<file path="src/hdl/chm_pkg.sv">
`default_nettype none
package chm_pkg;

	localparam int BUCKETS  = 1024;
	localparam int ENTRIES  = 256;
	localparam int KEY_BITS = 32;
	localparam int Q_DEPTH  = 2;

	localparam int BKT_W   = $clog2(BUCKETS);
	localparam int BCNT_W  = BKT_W + 1;
	localparam int ENT_W   = $clog2(ENTRIES);
	localparam int LINK_W  = ENT_W + 1;
	localparam int CNT_W   = ENT_W + 1;
	localparam int HKEY_W  = KEY_BITS - 2;
	localparam int STEP_W  = $clog2(HKEY_W);

	localparam logic [LINK_W-1:0] NIL_LINK = LINK_W'(ENTRIES);
	localparam logic [BCNT_W-1:0] BCOUNT_RESET = BCNT_W'(509);

	localparam logic [1:0] OP_GET    = 2'd0;
	localparam logic [1:0] OP_PUT    = 2'd1;
	localparam logic [1:0] OP_REMOVE = 2'd2;

	typedef struct packed {
		logic [1:0]          opcode;
		logic [KEY_BITS-1:0] key;
		logic [31:0]         value;
	} in_item_t;

	typedef struct packed {
		logic             found;
		logic [31:0]      old_value;
		logic             status;
		logic [CNT_W-1:0] entry_count;
	} out_item_t;

	typedef struct packed {
		logic [1:0]          opcode;
		logic [KEY_BITS-1:0] key;
		logic [31:0]         value;
		logic [BKT_W-1:0]    bucket;
	} job_t;

	typedef struct packed {
		logic clearing;
		logic busy;
	} back_stat_t;

endpackage
`default_nettype wire

</file>
<file path="src/hdl/chm_queue.sv">
`default_nettype none
module chm_queue import chm_pkg::*; (
	input  wire logic clk,
	input  wire logic arst_n,
	input  wire logic wr,
	input  wire job_t wr_job,
	output logic      full,
	input  wire logic rd,
	output logic      rd_valid,
	output job_t      rd_job
);

	localparam int PTR_W = $clog2(Q_DEPTH);

	job_t               mem_q [Q_DEPTH];
	logic [PTR_W-1:0]   wp_q;
	logic [PTR_W-1:0]   rp_q;
	logic [PTR_W:0]     cnt_q;

	assign full     = cnt_q == (PTR_W+1)'(Q_DEPTH);
	assign rd_valid = cnt_q != '0;
	assign rd_job   = mem_q[rp_q];

	always_ff @(posedge clk or negedge arst_n) begin
		if (!arst_n) begin
			wp_q  <= '0;
			rp_q  <= '0;
			cnt_q <= '0;
		end else begin
			if (wr) begin
				wp_q <= (wp_q == PTR_W'(Q_DEPTH - 1)) ? '0 : wp_q + PTR_W'(1);
			end
			if (rd) begin
				rp_q <= (rp_q == PTR_W'(Q_DEPTH - 1)) ? '0 : rp_q + PTR_W'(1);
			end
			if (wr && !rd) begin
				cnt_q <= cnt_q + (PTR_W+1)'(1);
			end else if (rd && !wr) begin
				cnt_q <= cnt_q - (PTR_W+1)'(1);
			end
		end
	end

	always_ff @(posedge clk) begin
		if (wr) begin
			mem_q[wp_q] <= wr_job;
		end
	end

endmodule
`default_nettype wire

</file>
<file path="config.mk">
export PLATFORM = sky130hd
export DESIGN_NAME = chm_queue
export DESIGN_NICKNAME = d
export VERILOG_FILES = /design/src/hdl/chm_pkg.sv /design/src/hdl/chm_queue.sv
export SDC_FILE = /design/constraint.sdc
export NUM_CORES = 1
export LEC_CHECK = 0
export ABC_AREA = 1
export CAP_MARGIN = 25
export CORE_ASPECT_RATIO = 2
export CORE_MARGIN = 4
export CORE_UTILIZATION = 25
export DETAILED_ROUTE_END_ITERATION = 6
export DONT_BUFFER_PORTS = 1
export PLACE_DENSITY = 0.5
export SYNTH_ARGS = -nofsm -noshare
export SYNTH_HDL_FRONTEND = slang
export SYNTH_SLANG_ARGS = --single-unit
export TNS_END_PERCENT = 100
</file>
<file path="constraint.sdc">
create_clock -name clk -period 8.8 [get_ports clk]
set_input_delay 0.44 -clock clk [delete_from_list [all_inputs] [get_ports clk]]
set_output_delay 0.44 -clock clk [all_outputs]
set_load 0.1 [all_outputs]
</file>
Word level (Yosys, flattened, before mapping)
Memories as Yosys holds them, arrays and structs flattened.
Index checks and enable logic that the tools add are counted.
{"block": "totals", "ff_bits": 4, "latchBits": 0, "ramBits": 152, "rom_bits": 0, "output_inout_bits": 78, "word_cells": 21, "memories": 1}
{"block": "classes", "n_addsub": 4, "n_mul": 0, "n_div": 0, "n_lt_le_gt_ge": 0, "n_eq_ne": 1, "n_shift": 0, "mux": 6, "n_bitwise": 0, "n_reduce_logical": 6}
{"name": "mem_q", "depth": 2, "width": 76, "rd": 1, "rd_clocked_by_memory_dff": 0, "write_ports": 1, "line": "chm_queue.sv:15", "rtl": "job_t mem_q [Q_DEPTH];"}
{"operator": "two-way mux 1 bit", "n": 4}
{"operator": "two-way mux 2 bit", "n": 2}
{"operator": "nonzero test 2 bit", "n": 2}
{"operator": "adder 1 bit (second input constant)", "n": 2}
{"operator": "adder 2 x 1 -> 2 bit (second input constant)", "n": 1}
{"operator": "equality test 2 bit (second input constant)", "n": 1}
{"operator": "logical AND 1 bit", "n": 2}
{"operator": "zero test 1 bit", "n": 2}
{"operator": "subtractor 2 x 1 -> 2 bit (second input constant)", "n": 1}

Longest topological paths before layout
{"block": "depth", "word_depth": 4, "mapped_depth": 7}

Worst setup path after synthesis
Ideal clock, no wire load.
{"block": "synth_path", "path_kind": "input to register", "start": "input port wr", "end": "memory mem_q[0][0] in the netlist's numbering (enable)", "setup_time_ns": 0.513, "t_arrival_ns": 3.665, "setup_slack_ns": 4.623, "path_stages": 2, "n_path_buf": 0, "path_cell_list": "inv_1 > nor2_1"}
{"block": "synth_via", "elab_chain_cells": 2}
{"element": "from (decl)", "line": "chm_queue.sv:5", "rtl": "input wire logic wr,"}
{"element": "two-way mux 1 bit", "line": "chm_queue.sv:45", "rtl": "if (wr) begin"}
{"element": "two-way mux 1 bit (not written as such)", "line": "chm_queue.sv:46", "rtl": "mem_q[wp_q] <= wr_job;"}
{"element": "to (decl)", "line": "chm_queue.sv:15"}
Every way passes these cells.

==> reports/qor.txt <==
CP Capture Type: primary output
Clk_skew: 0.00714 ns
Reg clk slew, reported paths: 0.06 ns
WP data arrival: 2.53 ns
Clk Latency, worst-skew pair: 0.42 ns
Number of CTS-inserted buffers: 17
Routed vias: 2,352
Mean Syn Cell Area: 22.2 sq um
Largest stage delay, worst path: 0.81 ns
WP depth: 2
Tmin final: 2.97 ns
Outcome: finished, final reports clean
Achievable Freq: 337 MHz
Crit start category: flop
Antenna violations before repair: 2
Post-synth net total: 343
Via/cell ratio: 4.13
Largest net degree at the start of global routing: 67
DP Wirelength: 8020 um
Crit path cell chain: buf_4, mux2_2
HP Start: rd
CTS H-tree lvls: 4
Die X-Extent: 116 um
Drt wl/cell: 20.0 um
Clock root buffer: clkbuf_16
Worst r2r dst: mem_q[1][66]
Clock tree buffer depth: 2
Initial Util: 0.255
Layout Cells excl Fill: 570
Hold Crit Class: in2reg
Max transition margin: 0.283
I/O Buffers: 0
Row count: 78
Most frequent cells in the layout: 152 x edfxtp_1, 46 x mux2_2, 30 x mux2_4
Yosys warning total: 0
Chip height: 224 um
ANT cells: 0
I/O Pins: 158
Critical path's slowest cell: dfrtp_4
GR Overflow Total: 0
Drt total wl: 11,400 um
Placed instance count: 536
R2R depth: 3
RSZ-0062 raised after global routing: no
First-pass GRT wire length: 16,400 um
CTS resizes: 0
Req. time, crit path: 8.36 ns
CTS tree: done
Hold path cells: 1
Final nets: 358
Die ar.: 26,000 sq um
Crit Path Max Fanout: 40
Endpoint, Worst Hold: rp_q
Family with the most delay on the worst path: flip-flops
DRT antenna net count: 0
Commonest non-fill, non-tap cell in the layout: edfxtp_1
Setup-failing EPs final: 0
Fin Setup TNS: 0 ns
Via count of the first global-routing pass: 2,571
Critical path origin: rp_q
Area growth syn-to-layout: 15.4%
Max-slew violations: 0
Clock Sink Count: 156
Share of layout cells above drive strength 1: 0.397
Kind of critical path: reg2out
Max_cap viols: 0
Post-synth cell types: 15
Synth Register Bits: 156
Core Util, Final: 0.294
Pre-antenna DRT Iters: 4
Setup slack, reg-to-reg: 6.90 ns
Crit path buffers/inverters: 1
Post-synthesis sequential area ratio: 0.801
GPL Wtd Cong: 0.717
CORE AREA: 22,800 sq um
Starting DRT DRC Count: 117
All-layer global routing usage: 0.0914
Final Hold Fails: 0
# DRC: 0
Synthesized area: 5830 sq um
Tcrit/Tclk final: 0.337
Slew @ Worst Pin: 1.07 ns
Mapped Cells: 262
RR Startpoint: wp_q
-- how the worst max path moves through the flow --
stage	endpoint	slack, ns
final	rd_job[71]	5.83
after global routing	rd_job[68]	5.67
after CTS	rd_job[71]	5.75
after detailed placement	rd_job[71]	6.23
after global placement	rd_job[6]	6.26
after floorplan	mem_q[0][0]	4.62
-- cell usage after synthesis --
master | instances | share of area
buf_6 | 2 | 0.0039
mux2_2 | 46 | 0.089
nand4_1 | 1 | 0.0011
nand2_1 | 6 | 0.0039
ha_1 | 1 | 0.0021
edfxtp_1 | 152 | 0.78
inv_1 | 7 | 0.0045
nand3_1 | 1 | 0.00086
mux2_4 | 30 | 0.077
xor2_1 | 2 | 0.0030
xnor2_1 | 1 | 0.0015
dfrtp_1 | 4 | 0.017
nor2_1 | 2 | 0.0013
buf_2 | 4 | 0.0034
buf_8 | 3 | 0.0077
-- sequential cells by signal (all words and copies together), names as in the netlist --
| name | flops |
|---|---|
| mem_q | 152 |
| cnt_q | 2 |
| rp_q | 1 |
| wp_q | 1 |
-- worst reg2reg max path: stages, from the launching register on --
cell and delay (ns):
dfrtp_1 0.43, nand2_1 0.09, clkinv_2 0.18, buf_4 0.71
-- kinds of logic after synthesis --
| group | after synthesis | synth area share |
|---|---|---|
| muxes | 76 | 0.166 |
| adders and majority gates | 1 | 0.00215 |
| buffers and inverters | 16 | 0.0195 |
| xor gates and xnor gates | 3 | 0.00451 |
| DFF | 156 | 0.801 |
| and+or+nand+nor | 10 | 0.00709 |
-- per-stage QoR --
stage / hold slack [ns] / area (sq um) / worst slack (ns)
after global placement: 0.145 / 6130 / 6.26
after floorplan: 0.144 / 5830 / 4.62
after global routing: 0.0635 / 6720 / 5.67
after CTS: 0.0508 / 6700 / 5.75
after detailed placement: 0.145 / 6130 / 6.23
final: 0.0887 / 6720 / 5.83
-- layout make-up --
cell class | count | area, sq um
tap | 280 | 350
timing repair buffer | 5 | 52.6
multi-input combinational | 90 | 1060
clock buffer | 21 | 470
fill | 2257 | 16100
sequential | 156 | 4670
inverter | 7 | 27.5
clock inverter | 11 | 93.8
-- timing repair --
action / in CTS / in global routing
endpoints found under the hold margin: 4 / 0
setup buffers: 0 / 0
hold buffers: 1 / 0
-- layer usage --
metal	up-vias	global-route usage	wire [um]
li1	1048	-	-
met1	1192	0.0765	3340
met2	88	0.165	6710
met3	20	0.0451	957
met4	4	0.0573	342
met5	-	0	27
Power is not shown: default switching activity piles up to over one toggle a cycle in this logic, so the estimate is an artifact.
