[config.mk]
export PLATFORM = sky130hd
export DESIGN_NAME = chm_front
export DESIGN_NICKNAME = d
export VERILOG_FILES = /design/src/hdl/chm_pkg.sv /design/src/hdl/chm_front.sv
export SDC_FILE = /design/constraint.sdc
export NUM_CORES = 1
export LEC_CHECK = 0
export ABC_AREA = 1
export BUFFER_PORTS_ARGS = -buffer_cell sky130_fd_sc_hd__buf_2
export CAP_MARGIN = 30
export CORE_MARGIN = 2
export CORE_UTILIZATION = 45
export DETAILED_ROUTE_END_ITERATION = 10
export PLACE_DENSITY = 0.83
export SLEW_MARGIN = 20
export SYNTH_ARGS = -nofsm -noshare
export SYNTH_HDL_FRONTEND = slang
export SYNTH_SLANG_ARGS = --single-unit
[constraint.sdc]
create_clock -name clk -period 2.2 [get_ports clk]
set_clock_uncertainty 0.15 [all_clocks]
set_input_delay 0.33 -clock clk [delete_from_list [all_inputs] [get_ports clk]]
set_output_delay 0.33 -clock clk [all_outputs]
set_load 0.05 [all_outputs]
[src/hdl/chm_pkg.sv]
`default_nettype none
package chm_pkg;

	localparam int BUCKETS  = 1024;
	localparam int ENTRIES  = 256;
	localparam int KEY_BITS = 32;
	localparam int Q_DEPTH  = 2;

	localparam int BKT_W   = $clog2(BUCKETS);
	localparam int BCNT_W  = BKT_W + 1;
	localparam int ENT_W   = $clog2(ENTRIES);
	localparam int LINK_W  = ENT_W + 1;
	localparam int CNT_W   = ENT_W + 1;
	localparam int HKEY_W  = KEY_BITS - 2;
	localparam int STEP_W  = $clog2(HKEY_W);

	localparam logic [LINK_W-1:0] NIL_LINK = LINK_W'(ENTRIES);
	localparam logic [BCNT_W-1:0] BCOUNT_RESET = BCNT_W'(509);

	localparam logic [1:0] OP_GET    = 2'd0;
	localparam logic [1:0] OP_PUT    = 2'd1;
	localparam logic [1:0] OP_REMOVE = 2'd2;

	typedef struct packed {
		logic [1:0]          opcode;
		logic [KEY_BITS-1:0] key;
		logic [31:0]         value;
	} in_item_t;

	typedef struct packed {
		logic             found;
		logic [31:0]      old_value;
		logic             status;
		logic [CNT_W-1:0] entry_count;
	} out_item_t;

	typedef struct packed {
		logic [1:0]          opcode;
		logic [KEY_BITS-1:0] key;
		logic [31:0]         value;
		logic [BKT_W-1:0]    bucket;
	} job_t;

	typedef struct packed {
		logic clearing;
		logic busy;
	} back_stat_t;

endpackage
`default_nettype wire

[src/hdl/chm_front.sv]
`default_nettype none
module chm_front import chm_pkg::*; (
	input  wire logic              clk,
	input  wire logic              arst_n,
	input  wire logic              in_valid,
	output logic                   in_ready,
	input  wire in_item_t          in_data,
	input  wire logic [BCNT_W-1:0] bucket_count,
	input  wire back_stat_t        stat,
	output logic                   q_wr,
	output job_t                   q_job,
	input  wire logic              q_full
);

	logic                busy_q;
	logic                pend_q;
	logic [1:0]          op_q;
	logic [KEY_BITS-1:0] key_q;
	logic [31:0]         val_q;
	logic [HKEY_W-1:0]   hkey_q;
	logic [BKT_W-1:0]    rem_q;
	logic [STEP_W-1:0]   cnt_q;
	logic [BCNT_W-1:0]   n;
	logic [BCNT_W-1:0]   t;

	always_comb begin
		if (bucket_count == '0) begin
			n = BCNT_W'(1);
		end else if (bucket_count > BCNT_W'(BUCKETS)) begin
			n = BCNT_W'(BUCKETS);
		end else begin
			n = bucket_count;
		end
	end

	assign t        = {rem_q, hkey_q[HKEY_W-1]};
	assign in_ready = !busy_q && !stat.clearing;
	assign q_wr     = busy_q && pend_q && !q_full;
	assign q_job    = '{opcode: op_q, key: key_q, value: val_q, bucket: rem_q};

	always_ff @(posedge clk or negedge arst_n) begin
		if (!arst_n) begin
			busy_q <= 1'b0;
			pend_q <= 1'b0;
		end else if (in_valid && in_ready) begin
			busy_q <= 1'b1;
			pend_q <= 1'b0;
		end else if (busy_q && !pend_q) begin
			if (cnt_q == STEP_W'(HKEY_W - 1)) begin
				pend_q <= 1'b1;
			end
		end else if (q_wr) begin
			busy_q <= 1'b0;
			pend_q <= 1'b0;
		end
	end

	// restoring remainder, one key bit a cycle
	always_ff @(posedge clk) begin
		if (in_valid && in_ready) begin
			op_q   <= in_data.opcode;
			key_q  <= in_data.key;
			val_q  <= in_data.value;
			hkey_q <= in_data.key[KEY_BITS-1:2];
			rem_q  <= '0;
			cnt_q  <= '0;
		end else if (busy_q && !pend_q) begin
			hkey_q <= {hkey_q[HKEY_W-2:0], 1'b0};
			cnt_q  <= cnt_q + STEP_W'(1);
			if (t >= n) begin
				rem_q <= BKT_W'(t - n);
			end else begin
				rem_q <= BKT_W'(t);
			end
		end
	end

endmodule
`default_nettype wire

## Word-level counts from Yosys, hierarchy flattened

Index checks and enable logic that the tools add are counted.
Widths: inputs -> output; s select.

- Register bits: 113
- Input bits: 83
- Output and inout port bits: 78
- Word-level logic and storage cells: 41

- Add/subtract/negate cells: 2
- $lt $le $gt $ge: 2
- Eq/ne operators: 3
- Multiplexer cells: 11
- Reductions and logical operators: 15

Operators by type and width:

| kind | number |
|---|---|
| $mux 30 | 2 |
| $mux 11 | 2 |
| $ge 11x11->1 | 1 |
| $gt 11x11->1 const B | 1 |
| $logic_not 11->1 | 1 |
| $mux 10 | 1 |
| $sub 10x10->10 | 1 |
| $mux 1 | 6 |
| $add 5x1->5 const B | 1 |
| $eq 5x5->1 const B | 1 |
| $logic_and 1x1->1 | 5 |
| $logic_not 1->1 | 4 |
| $reduce_and 2->1 | 2 |
| $reduce_bool 2->1 | 2 |
| $ne 3x2->1 const B | 1 |
| $reduce_bool 3->1 | 1 |
| $ne 2x2->1 const B | 1 |

## Longest topological paths before layout

Gate-level depths: netlist of run 1.

- Depth after elaboration: 5
- Mapped depth: 18
- Gate-level depth less buffers: 18

## Worst setup path before layout of run 1

Ideal clock, no wire load.

- Kind: reg2reg
- Start point: register busy_q
- End point: register key_q[0] (enable)
- Setup time: 0.397 ns
- Arrival time: 2.363 ns
- Required time: 1.653 ns
- Path slack: -0.710 ns
- Stages on the path, launching flop included: 5
- Path buffers: 1
- Period minus slack after synthesis: 2.910 ns
- Cells stage by stage: dfrtp_1 nor2_1 nand2_2 inv_1 buf_2

- Longest elaborated chain between the ends: 3

Ends and longest elaborated chain:

| element | RTL line | text |
|---|---|---|
| start: declaration | chm_front.sv:15 | `logic busy_q;` |
| start signal: assignment | chm_front.sv:43 | `busy_q <= 1'b0;` |
| start signal: assignment | chm_front.sv:46 | `busy_q <= 1'b1;` |
| start signal: assignment | chm_front.sv:53 | `busy_q <= 1'b0;` |
| $logic_not 1->1 | chm_front.sv:37 | `assign in_ready = !busy_q && !stat.clearing;` |
| $logic_and 1x1->1 | chm_front.sv:37 |  |
| via in_ready | chm_front.sv:6 | `output logic in_ready,` |
| $logic_and 1x1->1 | chm_front.sv:60 | `if (in_valid && in_ready) begin` |
| end signal: assignment | chm_front.sv:62 | `key_q <= in_data.key;` |
| end: declaration | chm_front.sv:18 | `logic [KEY_BITS-1:0] key_q;` |

The timed path passes the listed nets, and every way through them passes these cells.
A chain may end at the register's enable or synchronous reset.

## Worst setup path after layout of run 1

- Start point: input bucket_count[1]
- End point: register rem_q[8]

- Longest elaborated chain between the ends: 5
- Elaborated cells on any way between the ends: 7
- Those cells by class: 1 x add/sub; 2 x order compare; 3 x mux; 1 x reduce/logical

Ends and longest elaborated chain:

| element | RTL line | text |
|---|---|---|
| start: declaration | chm_front.sv:8 | `input wire logic [BCNT_W-1:0] bucket_count,` |
| $gt 11x11->1 | chm_front.sv:29 | `end else if (bucket_count > BCNT_W'(BUCKETS)) begin` |
| $mux 11 | chm_front.sv:29 |  |
| $mux 11 (*) | chm_front.sv:27 | `if (bucket_count == '0) begin` |
| $sub 10x10->10 or $ge 11x11->1 (tied branches) | chm_front.sv:71, chm_front.sv:70 |  |
| $mux 10 (*) | chm_front.sv:70 | `if (t >= n) begin` |
| end signal: assignment | chm_front.sv:71 | `rem_q <= BKT_W'(t - n);` |
| end signal: assignment | chm_front.sv:73 | `rem_q <= BKT_W'(t);` |
| end: declaration | chm_front.sv:21 | `logic [BKT_W-1:0] rem_q;` |

Every way passes the cells marked *; elsewhere a longest branch is shown, timed or not.

==> impl_metrics.prom, run 1 <==
# TYPE chip_impl_metric gauge
chip_impl_metric{name="post_synth_xor_area_fraction",unit=""} 0.005538
chip_impl_info{name="setup.worst_path.end_class",value="flop"} 1
chip_impl_metric{name="gp_congestion",unit=""} 0.8619
chip_impl_info{name="setup.worst_path.class",value="in -> reg"} 1
chip_impl_metric{name="hold_viol_final",unit=""} 0
chip_impl_metric{name="grt.overflow.total",unit=""} 0
chip_impl_metric{name="path_buf_inv",unit=""} 2
chip_impl_metric{name="synthesized_area_fraction_occupied_by_and_or_nand_nor_cells",unit=""} 0.2128
chip_impl_info{name="timing.hold.worst.start",value="in_valid"} 1
chip_impl_info{name="hp-class",value="in -> reg"} 1
chip_impl_metric{name="numCtsBuffers",unit=""} 17
chip_impl_metric{name="final.fill_count",unit=""} 659
chip_impl_metric{name="fp.dieW",unit="µm"} 106.7
chip_impl_metric{name="routed_via_density",unit=""} 5.046
chip_impl_metric{name="grt_max_degree",unit=""} 97
chip_impl_metric{name="grt.total_usage",unit=""} 0.2489
chip_impl_metric{name="numClockSinks",unit=""} 113
chip_impl_metric{name="max_stage_delay",unit="ps"} 270
chip_impl_metric{name="maxCapViolCount",unit=""} 0
chip_impl_info{name="crit_path_frequent_cell",value="sky130_fd_sc_hd__nand2_4"} 1
chip_impl_metric{name="power_density",unit="nW/µm²"} 1374
chip_impl_metric{name="avgSynthCellArea",unit="µm²"} 10.91
chip_impl_metric{name="yosysWarnings",unit=""} 0
chip_impl_info{name="layout.cells.most_common",value="sky130_fd_sc_hd__buf_2"} 1
chip_impl_info{name="timing.critical_path.from",value="bucket_count[1]"} 1
chip_impl_info{name="failing_checks",value="negative setup slack"} 1
chip_impl_metric{name="design_power_total",unit="mW"} 10.48
chip_impl_metric{name="antenna_violations_before_repair",unit=""} 0
chip_impl_metric{name="worst_slack",unit="ps"} -148.5
chip_impl_metric{name="final_min_period_over_clock_period",unit=""} 1.068
chip_impl_metric{name="chipHeight",unit="µm"} 106.7
chip_impl_info{name="worstPathCellList",value="buf_6 > or2_4 > nor4_4 > nand3_2 > nand2_4 > nand2_4 > ha_4 > nand2_2 > inv_2 > nand2_1 > nand2_2 > nand2_4 > and2_4 > nand4_1 > nand3_2 > nand2_1"} 1
chip_impl_metric{name="clk-insertion-delay-late",unit="ps"} 510
chip_impl_metric{name="antenna-diode-count",unit=""} 0
chip_impl_info{name="largest_family_of_logic_cells_by_synthesized_area",value="simple AND/OR/NAND/NOR gates"} 1
chip_impl_metric{name="floorplan.die_area",unit="µm²"} 11380
chip_impl_metric{name="synth_compound_gate_area_share",unit=""} 0.01371
chip_impl_metric{name="power_leakage",unit="nW"} 3.469
chip_impl_info{name="clk_root_buffer_cell",value="sky130_fd_sc_hd__clkbuf_8"} 1
chip_impl_metric{name="netlist_area",unit="µm²"} 4745
chip_impl_metric{name="max-slew-margin-rel",unit=""} 0.6815
chip_impl_metric{name="drive_above_1_share",unit=""} 0.4050
chip_impl_metric{name="cts-htree-levels",unit=""} 4
chip_impl_metric{name="wl_per_cell",unit="µm"} 16.38
chip_impl_metric{name="antenna_violating_nets_post_route",unit=""} 0
chip_impl_metric{name="place.port_buffers",unit=""} 159
chip_impl_metric{name="postSynthRegisterBits",unit=""} 113
chip_impl_metric{name="nets",unit=""} 811
chip_impl_info{name="status",value="complete, but fails checks"} 1
chip_impl_metric{name="worst_ep_required_time",unit="ps"} 2450
chip_impl_info{name="regToRegStartpoint",value="rem_q[7]"} 1
chip_impl_metric{name="timing.final.crit_period",unit="ps"} 2349
chip_impl_metric{name="synth_cell_types",unit=""} 27
chip_impl_metric{name="worst_slew_pin_slew",unit="ps"} 477.8
chip_impl_metric{name="remaining_drc_errors",unit=""} 0
chip_impl_metric{name="post_synth_mux_area_share",unit=""} 0
chip_impl_info{name="cts_tree",value="done"} 1
chip_impl_metric{name="via_count",unit=""} 4350
chip_impl_metric{name="core_area",unit="µm²"} 10280
chip_impl_info{name="rsz0062_at_grt",value="yes"} 1
chip_impl_metric{name="total_wire_length",unit="µm"} 14120
chip_impl_metric{name="place_inst",unit=""} 752
chip_impl_metric{name="grt_first_pass_wirelength",unit="µm"} 21740
chip_impl_metric{name="path_max_fanout",unit=""} 5
chip_impl_metric{name="starting_density",unit=""} 0.4617
chip_impl_info{name="startpoint_types",value="input pin"} 1
chip_impl_metric{name="ys_seq_area_frac",unit=""} 0.6814
chip_impl_metric{name="num_rows",unit=""} 37
chip_impl_metric{name="setup-violations-final",unit=""} 10
chip_impl_metric{name="clkTransAtPathRegs",unit="ps"} 60
chip_impl_info{name="critical-path-top-delay-family",value="simple AND/OR/NAND/NOR gates"} 1
chip_impl_metric{name="drt-pass1-iter-count",unit=""} 5
chip_impl_metric{name="drtIter0Drc",unit=""} 249
chip_impl_metric{name="mappedNetlistNets",unit=""} 532
chip_impl_metric{name="first_global_vias",unit=""} 4593
chip_impl_metric{name="synth_cells",unit=""} 435
chip_impl_metric{name="synthToLayoutAreaGrowth",unit="%"} 60.71
chip_impl_metric{name="top_level_ports",unit=""} 161
chip_impl_metric{name="timing.fmax",unit="MHz"} 425.8
chip_impl_metric{name="fin_cells",unit=""} 862
chip_impl_metric{name="irDropWorstVdd",unit="µV"} 845.9
chip_impl_info{name="final_cell_mix",value="sky130_fd_sc_hd__buf_2 (157), sky130_fd_sc_hd__nand2_1 (147), sky130_fd_sc_hd__edfxtp_1 (96)"} 1
chip_impl_metric{name="cp_data_arrival_time",unit="ps"} 2600
chip_impl_metric{name="synth_fa_ha_area_frac",unit=""} 0.03850
chip_impl_metric{name="cts_max_path_buffers",unit=""} 2
chip_impl_metric{name="post_dp_hpwl",unit="µm"} 7858
chip_impl_metric{name="setup-tns-final",unit="ps"} -989.1
chip_impl_info{name="slowest_stage",value="sky130_fd_sc_hd__nor4_4"} 1
chip_impl_metric{name="finalMaxSlewViolations",unit=""} 0
logic make-up after synthesis:
logic type                 after synthesis
DFF                                    113
xor gates and xnor gates                 3
and+or+nand+nor                        239
buffers and inverters                   54
AOI/OAI and AO/OA                       12
adders and majority gates               14
cell usage after synthesis:
cell,n,share of area
sky130_fd_sc_hd__buf_6,2,0.0047
sky130_fd_sc_hd__nor2_1,16,0.013
sky130_fd_sc_hd__nand3b_1,1,0.0016
sky130_fd_sc_hd__inv_2,2,0.0016
sky130_fd_sc_hd__and2_4,1,0.0018
sky130_fd_sc_hd__xnor2_1,3,0.0055
sky130_fd_sc_hd__a21oi_1,6,0.0063
sky130_fd_sc_hd__nand4_1,12,0.016
sky130_fd_sc_hd__o21ai_0,3,0.0032
sky130_fd_sc_hd__nand2_1,168,0.13
sky130_fd_sc_hd__buf_4,1,0.0016
sky130_fd_sc_hd__buf_2,5,0.0053
sky130_fd_sc_hd__dfrtp_1,2,0.011
sky130_fd_sc_hd__nand2_2,5,0.0066
sky130_fd_sc_hd__edfxtp_1,96,0.61
sky130_fd_sc_hd__o22ai_1,2,0.0026
sky130_fd_sc_hd__nor4_2,1,0.0026
sky130_fd_sc_hd__nand3_1,31,0.033
sky130_fd_sc_hd__or2_1,1,0.0013
sky130_fd_sc_hd__ha_1,13,0.034
sky130_fd_sc_hd__fa_1,1,0.0042
sky130_fd_sc_hd__dfxtp_1,15,0.063
sky130_fd_sc_hd__clkbuf_1,3,0.0024
sky130_fd_sc_hd__nor3_1,2,0.0021
sky130_fd_sc_hd__o21a_1,1,0.0016
sky130_fd_sc_hd__inv_1,41,0.032
sky130_fd_sc_hd__nand4_2,1,0.0026
power breakdown:
group	total (mW)	internal [mW]	switching, mW
sequential	3.44	3.10	0.337
clock	2.66	1.62	1.04
combinational	4.38	1.66	2.71
through the flow:
| step | hold WS, ps | util | cell area, µm² | setup WS (ps) |
|---|---|---|---|---|
| after floorplan | -115.6 | - | 4897 | -233.5 |
| after global placement | -27.50 | 0.5898 | 6062 | -574.9 |
| after detailed placement | -20.54 | 0.5898 | 6062 | -674.0 |
| after CTS | 198.9 | 0.7219 | 7420 | 6.243 |
| after global routing | 247.2 | 0.7419 | 7625 | -205.7 |
| final | 233.6 | 0.7419 | 7625 | -148.5 |
cell type report:
type | instances | area (µm²) | share of cell area
flip-flops and latches | 113 | 3233 | 0.4240
repair buffers | 268 | 1839 | 0.2412
multi-input cells | 271 | 1647 | 0.2160
clock buffers | 17 | 414.1 | 0.05432
well taps | 136 | 170.2 | 0.02232
inverters | 43 | 168.9 | 0.02215
clock inverters | 14 | 152.6 | 0.02002
sequential cells by signal (all words and copies together) (netlist names):
| signal | cells |
|---|---|
| busy_q | 1 |
| cnt_q | 5 |
| hkey_q | 30 |
| key_q | 32 |
| op_q | 2 |
| pend_q | 1 |
| rem_q | 10 |
| val_q | 32 |
tightest hold or removal path, stage by stage:
cell	delay, ps
sky130_fd_sc_hd__buf_2	90
sky130_fd_sc_hd__nand2_2	70
sky130_fd_sc_hd__buf_4	250
sky130_fd_sc_hd__o21ai_0	110
layer usage:
layer	vias up	global-route usage	part of all wire
met2	222	0.4436	0.52
met3	36	0.07295	0.069
met1	2070	0.2773	0.38
met4	0	0.1039	0.025
li1	2022	-	-
met5	-	0	0
what timing repair did:
| item | CTS | global route |
|---|---|---|
| cloned | 3 | 0 |
| gates resized for setup | 11 | 45 |
| endpoints found under the setup margin | 10 | 10 |
| hold buffers | 69 | 0 |
| pin swaps | 9 | 31 |
| endpoints found under the hold margin | 99 | 0 |
| setup buffers | 3 | 4 |
final timing paths:
kind	cells after the start	slack, ps	end
setup / recovery	16	-150	rem_q[8]
hold / removal	4	230	busy_q
setup reg to reg	9	280	rem_q[8]
hold reg to reg	1	330	cnt_q[4]
max in group asynchronous	3	1210	pend_q
min in group asynchronous	3	560	busy_q
Note: power is estimated with default switching activity, not from simulation.
==> run 2, diff against run 1 <==
--- a/config.mk
+++ b/config.mk
@@ -9,7 +9,9 @@
 export BUFFER_PORTS_ARGS = -buffer_cell sky130_fd_sc_hd__buf_2
 export CAP_MARGIN = 30
+export CORE_ASPECT_RATIO = 0.9
 export CORE_MARGIN = 2
 export CORE_UTILIZATION = 45
 export DETAILED_ROUTE_END_ITERATION = 10
+export GPL_TIMING_DRIVEN = 0
 export PLACE_DENSITY = 0.83
 export SLEW_MARGIN = 20
==> constraint.sdc (replaced) <==
create_clock -name clk -period 2.2 [get_ports clk]
set_clock_uncertainty 0.15 [all_clocks]
set_input_delay 0.22 -clock clk [delete_from_list [all_inputs] [get_ports clk]]
set_output_delay 0.22 -clock clk [all_outputs]
set_load 0.05 [all_outputs]
==> impl_metrics.prom, run 2 (synthesis results as in run 1) <==
# TYPE chip_impl_metric gauge
chip_impl_info{name="status",value="complete, but fails checks"} 1
chip_impl_info{name="failing_checks",value="negative setup slack"} 1
chip_impl_metric{name="setup-violations-final",unit=""} 10
chip_impl_metric{name="path_buf_inv",unit=""} 3
chip_impl_info{name="setup.worst_path.class",value="in -> reg"} 1
chip_impl_metric{name="final_min_period_over_clock_period",unit=""} 1.035
chip_impl_info{name="rsz0062_at_grt",value="yes"} 1
chip_impl_metric{name="clk-insertion-delay-late",unit="ps"} 410
chip_impl_metric{name="floorplan.die_area",unit="µm²"} 11380
chip_impl_metric{name="design_power_total",unit="mW"} 10.84
chip_impl_metric{name="starting_density",unit=""} 0.4630
chip_impl_metric{name="grtUsageMet3",unit=""} 0.07720
chip_impl_metric{name="core_area",unit="µm²"} 10250
chip_impl_metric{name="via_count",unit=""} 4324
chip_impl_metric{name="finalMaxSlewViolations",unit=""} 0
chip_impl_metric{name="grt.overflow.total",unit=""} 0
chip_impl_info{name="critical-path-top-delay-family",value="simple AND/OR/NAND/NOR gates"} 1
chip_impl_metric{name="seq_power_share",unit=""} 0.318
chip_impl_metric{name="place_inst",unit=""} 723
chip_impl_info{name="slowest_stage",value="sky130_fd_sc_hd__ha_4"} 1
chip_impl_metric{name="total_wire_length",unit="µm"} 14240
chip_impl_metric{name="gp_congestion",unit=""} 0.9745
chip_impl_metric{name="comb_power_share",unit=""} 0.412
chip_impl_metric{name="clkTransAtPathRegs",unit="ps"} 50
chip_impl_metric{name="power_density",unit="nW/µm²"} 1416
chip_impl_metric{name="power_switching",unit="mW"} 4.191
chip_impl_metric{name="antenna-diode-count",unit=""} 0
chip_impl_metric{name="drive_above_1_share",unit=""} 0.4056
chip_impl_metric{name="maxCapViolCount",unit=""} 0
chip_impl_metric{name="worst_slew_pin_slew",unit="ps"} 651.3
chip_impl_metric{name="grt.met1_usage",unit=""} 0.2744
chip_impl_info{name="clk_root_buffer_cell",value="sky130_fd_sc_hd__clkbuf_16"} 1
chip_impl_metric{name="routed_via_density",unit=""} 5.093
chip_impl_metric{name="post_dp_hpwl",unit="µm"} 7469
chip_impl_metric{name="antenna_violating_nets_post_route",unit=""} 0
chip_impl_metric{name="cp_data_arrival_time",unit="ps"} 2480
chip_impl_metric{name="synthToLayoutAreaGrowth",unit="%"} 61.26
chip_impl_metric{name="final_design_area_no_fill",unit="µm²"} 7651
chip_impl_metric{name="grt_util_met2",unit=""} 0.4370
chip_impl_metric{name="place_ws",unit="ps"} -570.1
chip_impl_metric{name="setup-tns-final",unit="ps"} -492.2
chip_impl_metric{name="remaining_drc_errors",unit=""} 0
chip_impl_metric{name="worst_ep_required_time",unit="ps"} 2400
chip_impl_info{name="final_cell_mix",value="sky130_fd_sc_hd__buf_2 (160), sky130_fd_sc_hd__nand2_1 (145), sky130_fd_sc_hd__edfxtp_1 (96)"} 1
chip_impl_info{name="hp-class",value="in -> reg"} 1
chip_impl_info{name="worstPathCellList",value="buf_6 > or2_4 > nor4_4 > nand3_2 > nand2_4 > buf_12 > nand2_4 > ha_4 > nand2_2 > nand2_2 > a21oi_4 > buf_12 > nand4_4 > nand2_1 > nand3_1 > nand2_1"} 1
chip_impl_metric{name="first_global_vias",unit=""} 4461
chip_impl_metric{name="timing.fmax",unit="MHz"} 439.2
chip_impl_metric{name="top_level_ports",unit=""} 161
chip_impl_metric{name="timing.final.crit_period",unit="ps"} 2277
chip_impl_metric{name="grt.total_usage",unit=""} 0.2439
chip_impl_metric{name="grt_first_pass_wirelength",unit="µm"} 21180
chip_impl_metric{name="wl_per_cell",unit="µm"} 16.78
chip_impl_metric{name="final.fill_count",unit=""} 635
chip_impl_info{name="cts_tree",value="done"} 1
chip_impl_metric{name="place.port_buffers",unit=""} 159
chip_impl_metric{name="power_leakage",unit="nW"} 3.485
chip_impl_metric{name="holdWs",unit="ps"} 46.35
chip_impl_metric{name="fp.dieW",unit="µm"} 112.2
chip_impl_metric{name="fraction_of_power_spent_switching_nets",unit=""} 0.3868
chip_impl_metric{name="layout.core_utilization",unit=""} 0.7466
chip_impl_metric{name="num_rows",unit=""} 35
chip_impl_info{name="top_regs",value="key_q x32, val_q x32, hkey_q x30"} 1
chip_impl_info{name="grt_busiest_layer",value="met2"} 1
chip_impl_metric{name="antenna_violations_before_repair",unit=""} 0
chip_impl_metric{name="cts_max_path_buffers",unit=""} 2
chip_impl_metric{name="worst_slack",unit="ps"} -76.62
chip_impl_metric{name="nets",unit=""} 804
chip_impl_info{name="setup.worst_path.end_class",value="flop"} 1
chip_impl_metric{name="cts-htree-levels",unit=""} 4
chip_impl_metric{name="fin_cells",unit=""} 849
chip_impl_metric{name="grt_max_degree",unit=""} 76
chip_impl_metric{name="power_frac_clock",unit=""} 0.270
chip_impl_info{name="layout.cells.most_common",value="sky130_fd_sc_hd__buf_2"} 1
chip_impl_metric{name="drtIter0Drc",unit=""} 247
chip_impl_metric{name="hold_viol_final",unit=""} 0
chip_impl_metric{name="post_dp_cell_area",unit="µm²"} 5849
chip_impl_metric{name="numCtsBuffers",unit=""} 17
chip_impl_info{name="startpoint_types",value="input pin"} 1
chip_impl_metric{name="chipHeight",unit="µm"} 101.4
chip_impl_metric{name="drt-pass1-iter-count",unit=""} 5
chip_impl_metric{name="int_power",unit="mW"} 6.645
chip_impl_metric{name="max_stage_delay",unit="ps"} 260
chip_impl_metric{name="max-slew-margin-rel",unit=""} 0.5658
chip_impl_metric{name="path_max_fanout",unit=""} 5
chip_impl_metric{name="irDropWorstVdd",unit="µV"} 1177
chip_impl_metric{name="numClockSinks",unit=""} 113
run 2: power groups by stage:
stage | clock network, mW | logic (mW) | registers, mW
finish | 2.93 | 4.47 | 3.44
global route | 3.04 | 4.84 | 3.49
CTS | 2.94 | 3.87 | 3.43
detailed placement | 0 | 3.50 | 3.46
global placement | 0 | 3.37 | 3.43
floorplan | 0 | 2.07 | 4.02
run 2: worst paths after layout:
| check | from | end | slack (ps) | cells past startpoint |
|---|---|---|---|---|
| setup / recovery | bucket_count[0] | rem_q[3] | -80 | 16 |
| hold / removal | in_valid | cnt_q[2] | 50 | 4 |
| setup reg to reg | busy_q | hkey_q[26] | 180 | 6 |
| hold reg to reg | cnt_q[4] | cnt_q[4] | 320 | 1 |
| max in group asynchronous | arst_n | pend_q | 1240 | 3 |
| min in group asynchronous | arst_n | busy_q | 530 | 3 |
run 2: repair_timing:
item                                    4_1_cts  5_1_grt
resized for setup                            24       48
pin swaps                                     9       26
endpoints found under the setup margin       41       41
endpoints found under the hold margin        97        0
buffers inserted                              4       16
gates cloned                                  4        2
hold buffers                                 69        0
run 2: area by class of cell:
cell class / count / area, µm² / share of cell area
sequential: 113 / 3233 / 0.4226
multi-input combinational: 271 / 1684 / 0.2201
buffer: 10 / 67.56 / 0.008831
timing repair buffer: 250 / 1697 / 0.2218
timing repair inverter: 1 / 7.507 / 0.0009812
inverter: 43 / 170.2 / 0.02224
clock buffer: 17 / 425.4 / 0.05560
clock inverter: 15 / 205.2 / 0.02682
tap: 129 / 161.4 / 0.02110
run 2: per-layer routing:
metal,vias to the layer above,share of wire
met5,-,0
met4,0,0.027
met3,39,0.085
met2,231,0.51
met1,2037,0.38
li1,2017,-
run 2: worst min-delay path, stage by stage:
cell and delay, ps:
sky130_fd_sc_hd__buf_2 90, sky130_fd_sc_hd__nand2_2 110, sky130_fd_sc_hd__nand2_1 90, sky130_fd_sc_hd__a21oi_1 40
==> run 3, diff against run 2 <==
- CORE_UTILIZATION: 45 -> 54
- PLACE_DENSITY: 0.83 -> 0.92
- clock period: 2.2 -> 2.8 ns (I/O delays scaled with it)
==> impl_metrics.prom, run 3 (synthesis results as in run 1) <==
# TYPE chip_impl_metric gauge
chip_impl_info{name="status",value="completed"} 1
chip_impl_metric{name="antenna_violations_before_repair",unit=""} 0
chip_impl_info{name="top_regs",value="key_q x32, val_q x32, hkey_q x30"} 1
chip_impl_metric{name="gp_congestion",unit=""} 0.8968
chip_impl_metric{name="min_delay_path_depth",unit=""} 4
chip_impl_metric{name="postCtsHoldBufs",unit=""} 69
chip_impl_metric{name="num_rows",unit=""} 32
chip_impl_metric{name="floorplan.die_area",unit="µm²"} 9553
chip_impl_metric{name="cts_max_path_buffers",unit=""} 2
chip_impl_metric{name="setup-violations-final",unit=""} 0
chip_impl_metric{name="combined_area_of_the_multi_input_logic_cells",unit="µm²"} 1284
chip_impl_metric{name="first_global_vias",unit=""} 4546
chip_impl_metric{name="drt-pass1-iter-count",unit=""} 5
chip_impl_metric{name="finalMaxSlewViolations",unit=""} 0
chip_impl_info{name="slowest_stage",value="sky130_fd_sc_hd__ha_1"} 1
chip_impl_info{name="final_cell_mix",value="sky130_fd_sc_hd__nand2_1 (168), sky130_fd_sc_hd__buf_2 (163), sky130_fd_sc_hd__edfxtp_1 (96)"} 1
chip_impl_info{name="worst_hold_path.endpoint",value="cnt_q[2]"} 1
chip_impl_metric{name="synthToLayoutAreaGrowth",unit="%"} 46.84
chip_impl_metric{name="irDropWorstVdd",unit="µV"} 808.7
chip_impl_metric{name="setup-tns-final",unit="ps"} 0
chip_impl_metric{name="core_area",unit="µm²"} 8568
chip_impl_info{name="timing.hold.worst.start",value="in_valid"} 1
chip_impl_metric{name="numClockSinks",unit=""} 113
chip_impl_info{name="cts_tree",value="done"} 1
chip_impl_metric{name="rr_worst_depth",unit=""} 6
chip_impl_info{name="worstPathCellList",value="buf_2 > or2_1 > nor4_2 > nand3_1 > nand2_2 > nand2_1 > ha_1 > nand2_1 > nor2_1 > nand3b_1 > nand4_2 > nand3_1 > nand3_1 > nand2_1"} 1
chip_impl_metric{name="chipHeight",unit="µm"} 92.93
chip_impl_metric{name="post_dp_hpwl",unit="µm"} 7846
chip_impl_metric{name="via_count",unit=""} 4282
chip_impl_info{name="r2r-end",value="hkey_q[24]"} 1
chip_impl_info{name="layout.cells.most_common",value="sky130_fd_sc_hd__nand2_1"} 1
chip_impl_metric{name="hold_viol_final",unit=""} 0
chip_impl_info{name="startpoint_types",value="input pin"} 1
chip_impl_metric{name="final.fill_count",unit=""} 493
chip_impl_info{name="setup.worst_path.class",value="in -> reg"} 1
chip_impl_info{name="rsz0062_at_grt",value="no"} 1
chip_impl_metric{name="final_min_period_over_clock_period",unit=""} 0.8921
chip_impl_metric{name="nets",unit=""} 780
chip_impl_metric{name="remaining_drc_errors",unit=""} 0
chip_impl_metric{name="grt_first_pass_wirelength",unit="µm"} 22560
chip_impl_info{name="setup.worst_path.end_class",value="flop"} 1
chip_impl_metric{name="maxCapViolCount",unit=""} 0
chip_impl_metric{name="cp_data_arrival_time",unit="ps"} 2750
chip_impl_metric{name="place_ws",unit="ps"} -79.20
chip_impl_metric{name="antenna-diode-count",unit=""} 0
chip_impl_metric{name="timing.fmax",unit="MHz"} 400.4
chip_impl_metric{name="clkTransAtPathRegs",unit="ps"} 60
chip_impl_metric{name="final_design_area_no_fill",unit="µm²"} 6967
chip_impl_metric{name="numCtsBuffers",unit=""} 17
chip_impl_metric{name="path_max_fanout",unit=""} 10
chip_impl_info{name="clk_root_buffer_cell",value="sky130_fd_sc_hd__clkbuf_8"} 1
chip_impl_metric{name="ff_latch_area",unit="µm²"} 3233
chip_impl_metric{name="worst_slack",unit="ps"} 302.2
chip_impl_metric{name="drtIter0Drc",unit=""} 282
chip_impl_info{name="regToRegStartpoint",value="busy_q"} 1
chip_impl_metric{name="number_of_gates_resized_after_cts",unit=""} 0
chip_impl_metric{name="timing.final.crit_period",unit="ps"} 2498
chip_impl_metric{name="post_cts_buffers",unit=""} 0
chip_impl_metric{name="grt.overflow.total",unit=""} 0
chip_impl_metric{name="total_wire_length",unit="µm"} 14590
chip_impl_info{name="critical-path-top-delay-family",value="simple AND/OR/NAND/NOR gates"} 1
chip_impl_metric{name="power_density",unit="nW/µm²"} 1102
chip_impl_metric{name="grt_max_degree",unit=""} 76
chip_impl_metric{name="reg2reg_setup_slack",unit="ps"} 540
chip_impl_info{name="hp-class",value="in -> reg"} 1
chip_impl_metric{name="power_leakage",unit="nW"} 3.243
chip_impl_metric{name="wl_per_cell",unit="µm"} 17.90
chip_impl_metric{name="antenna_violating_nets_post_route",unit=""} 0
chip_impl_metric{name="fp.dieW",unit="µm"} 102.8
chip_impl_metric{name="max_stage_delay",unit="ps"} 380
chip_impl_metric{name="clk-insertion-delay-late",unit="ps"} 510
chip_impl_metric{name="post_dp_cell_area",unit="µm²"} 5707
chip_impl_metric{name="starting_density",unit=""} 0.5537
chip_impl_metric{name="grt.total_usage",unit=""} 0.3245
chip_impl_metric{name="cts-htree-levels",unit=""} 4
chip_impl_metric{name="worst_slew_pin_slew",unit="ps"} 903.5
chip_impl_metric{name="routed_via_density",unit=""} 5.254
chip_impl_metric{name="drive_above_1_share",unit=""} 0.3003
chip_impl_metric{name="worst_ep_required_time",unit="ps"} 3050
chip_impl_metric{name="top_level_ports",unit=""} 161
chip_impl_metric{name="path_buf_inv",unit=""} 1
chip_impl_metric{name="max-slew-margin-rel",unit=""} 0.3977
chip_impl_metric{name="place.port_buffers",unit=""} 159
==> run 3: power by group <==
part	internal [mW]	total [mW]	switching, mW
clock network	1.27	2.10	0.828
logic	0.891	2.86	1.97
registers	2.44	2.71	0.270
==> run 3: how the worst max path moves through the flow <==
| stage | start | slack [ps] | cells after the start | to |
|---|---|---|---|---|
| after floorplan | busy_q | 120 | 5 | hkey_q[0] |
| after global placement | bucket_count[0] | -60 | 14 | rem_q[9] |
| after detailed placement | bucket_count[0] | -80 | 14 | rem_q[5] |
| after CTS | bucket_count[0] | 410 | 14 | rem_q[7] |
| after global routing | bucket_count[0] | 200 | 14 | rem_q[5] |
| final | bucket_count[0] | 300 | 14 | rem_q[5] |
==> run 3: metrics by stage <==
stage,util,cells,power (mW),hold slack [ps]
final,0.8131,815,7.679,26.21
after global routing,0.8131,815,8.075,11.17
after CTS,0.8131,815,7.482,14.26
after detailed placement,0.6660,714,5.319,-78.71
after global placement,0.6643,713,5.171,-81.95
after floorplan,-,435,4.623,-165.6
==> run 3: layer usage <==
layer,track usage,wire (µm),vias to the layer above
met4,0.1645,741,0
li1,-,-,1965
met3,0.1079,1106,63
met2,0.5926,7853,277
met1,0.3223,4883,1977
met5,0,0,-
==> run 3: worst register-to-register path, stage by stage (launching register included) <==
cell and delay (ps):
sky130_fd_sc_hd__dfrtp_1 420, sky130_fd_sc_hd__nor2_1 150, sky130_fd_sc_hd__nand2_2 150, sky130_fd_sc_hd__inv_1 180, sky130_fd_sc_hd__buf_4 740, sky130_fd_sc_hd__nand2_1 170
sky130_fd_sc_hd__nand2_1 150
==> run 3: area by class of cell <==
cell class / count / share of cell area
Clock buffer: 17 / 0.05945
Inverter: 43 / 0.02317
Clock inverter: 15 / 0.02227
Timing Repair Buffer: 229 / 0.2155
Sequential cell: 113 / 0.4641
Buffer: 11 / 0.009878
Multi-Input combinational cell: 268 / 0.1843
Tap cell: 119 / 0.02137
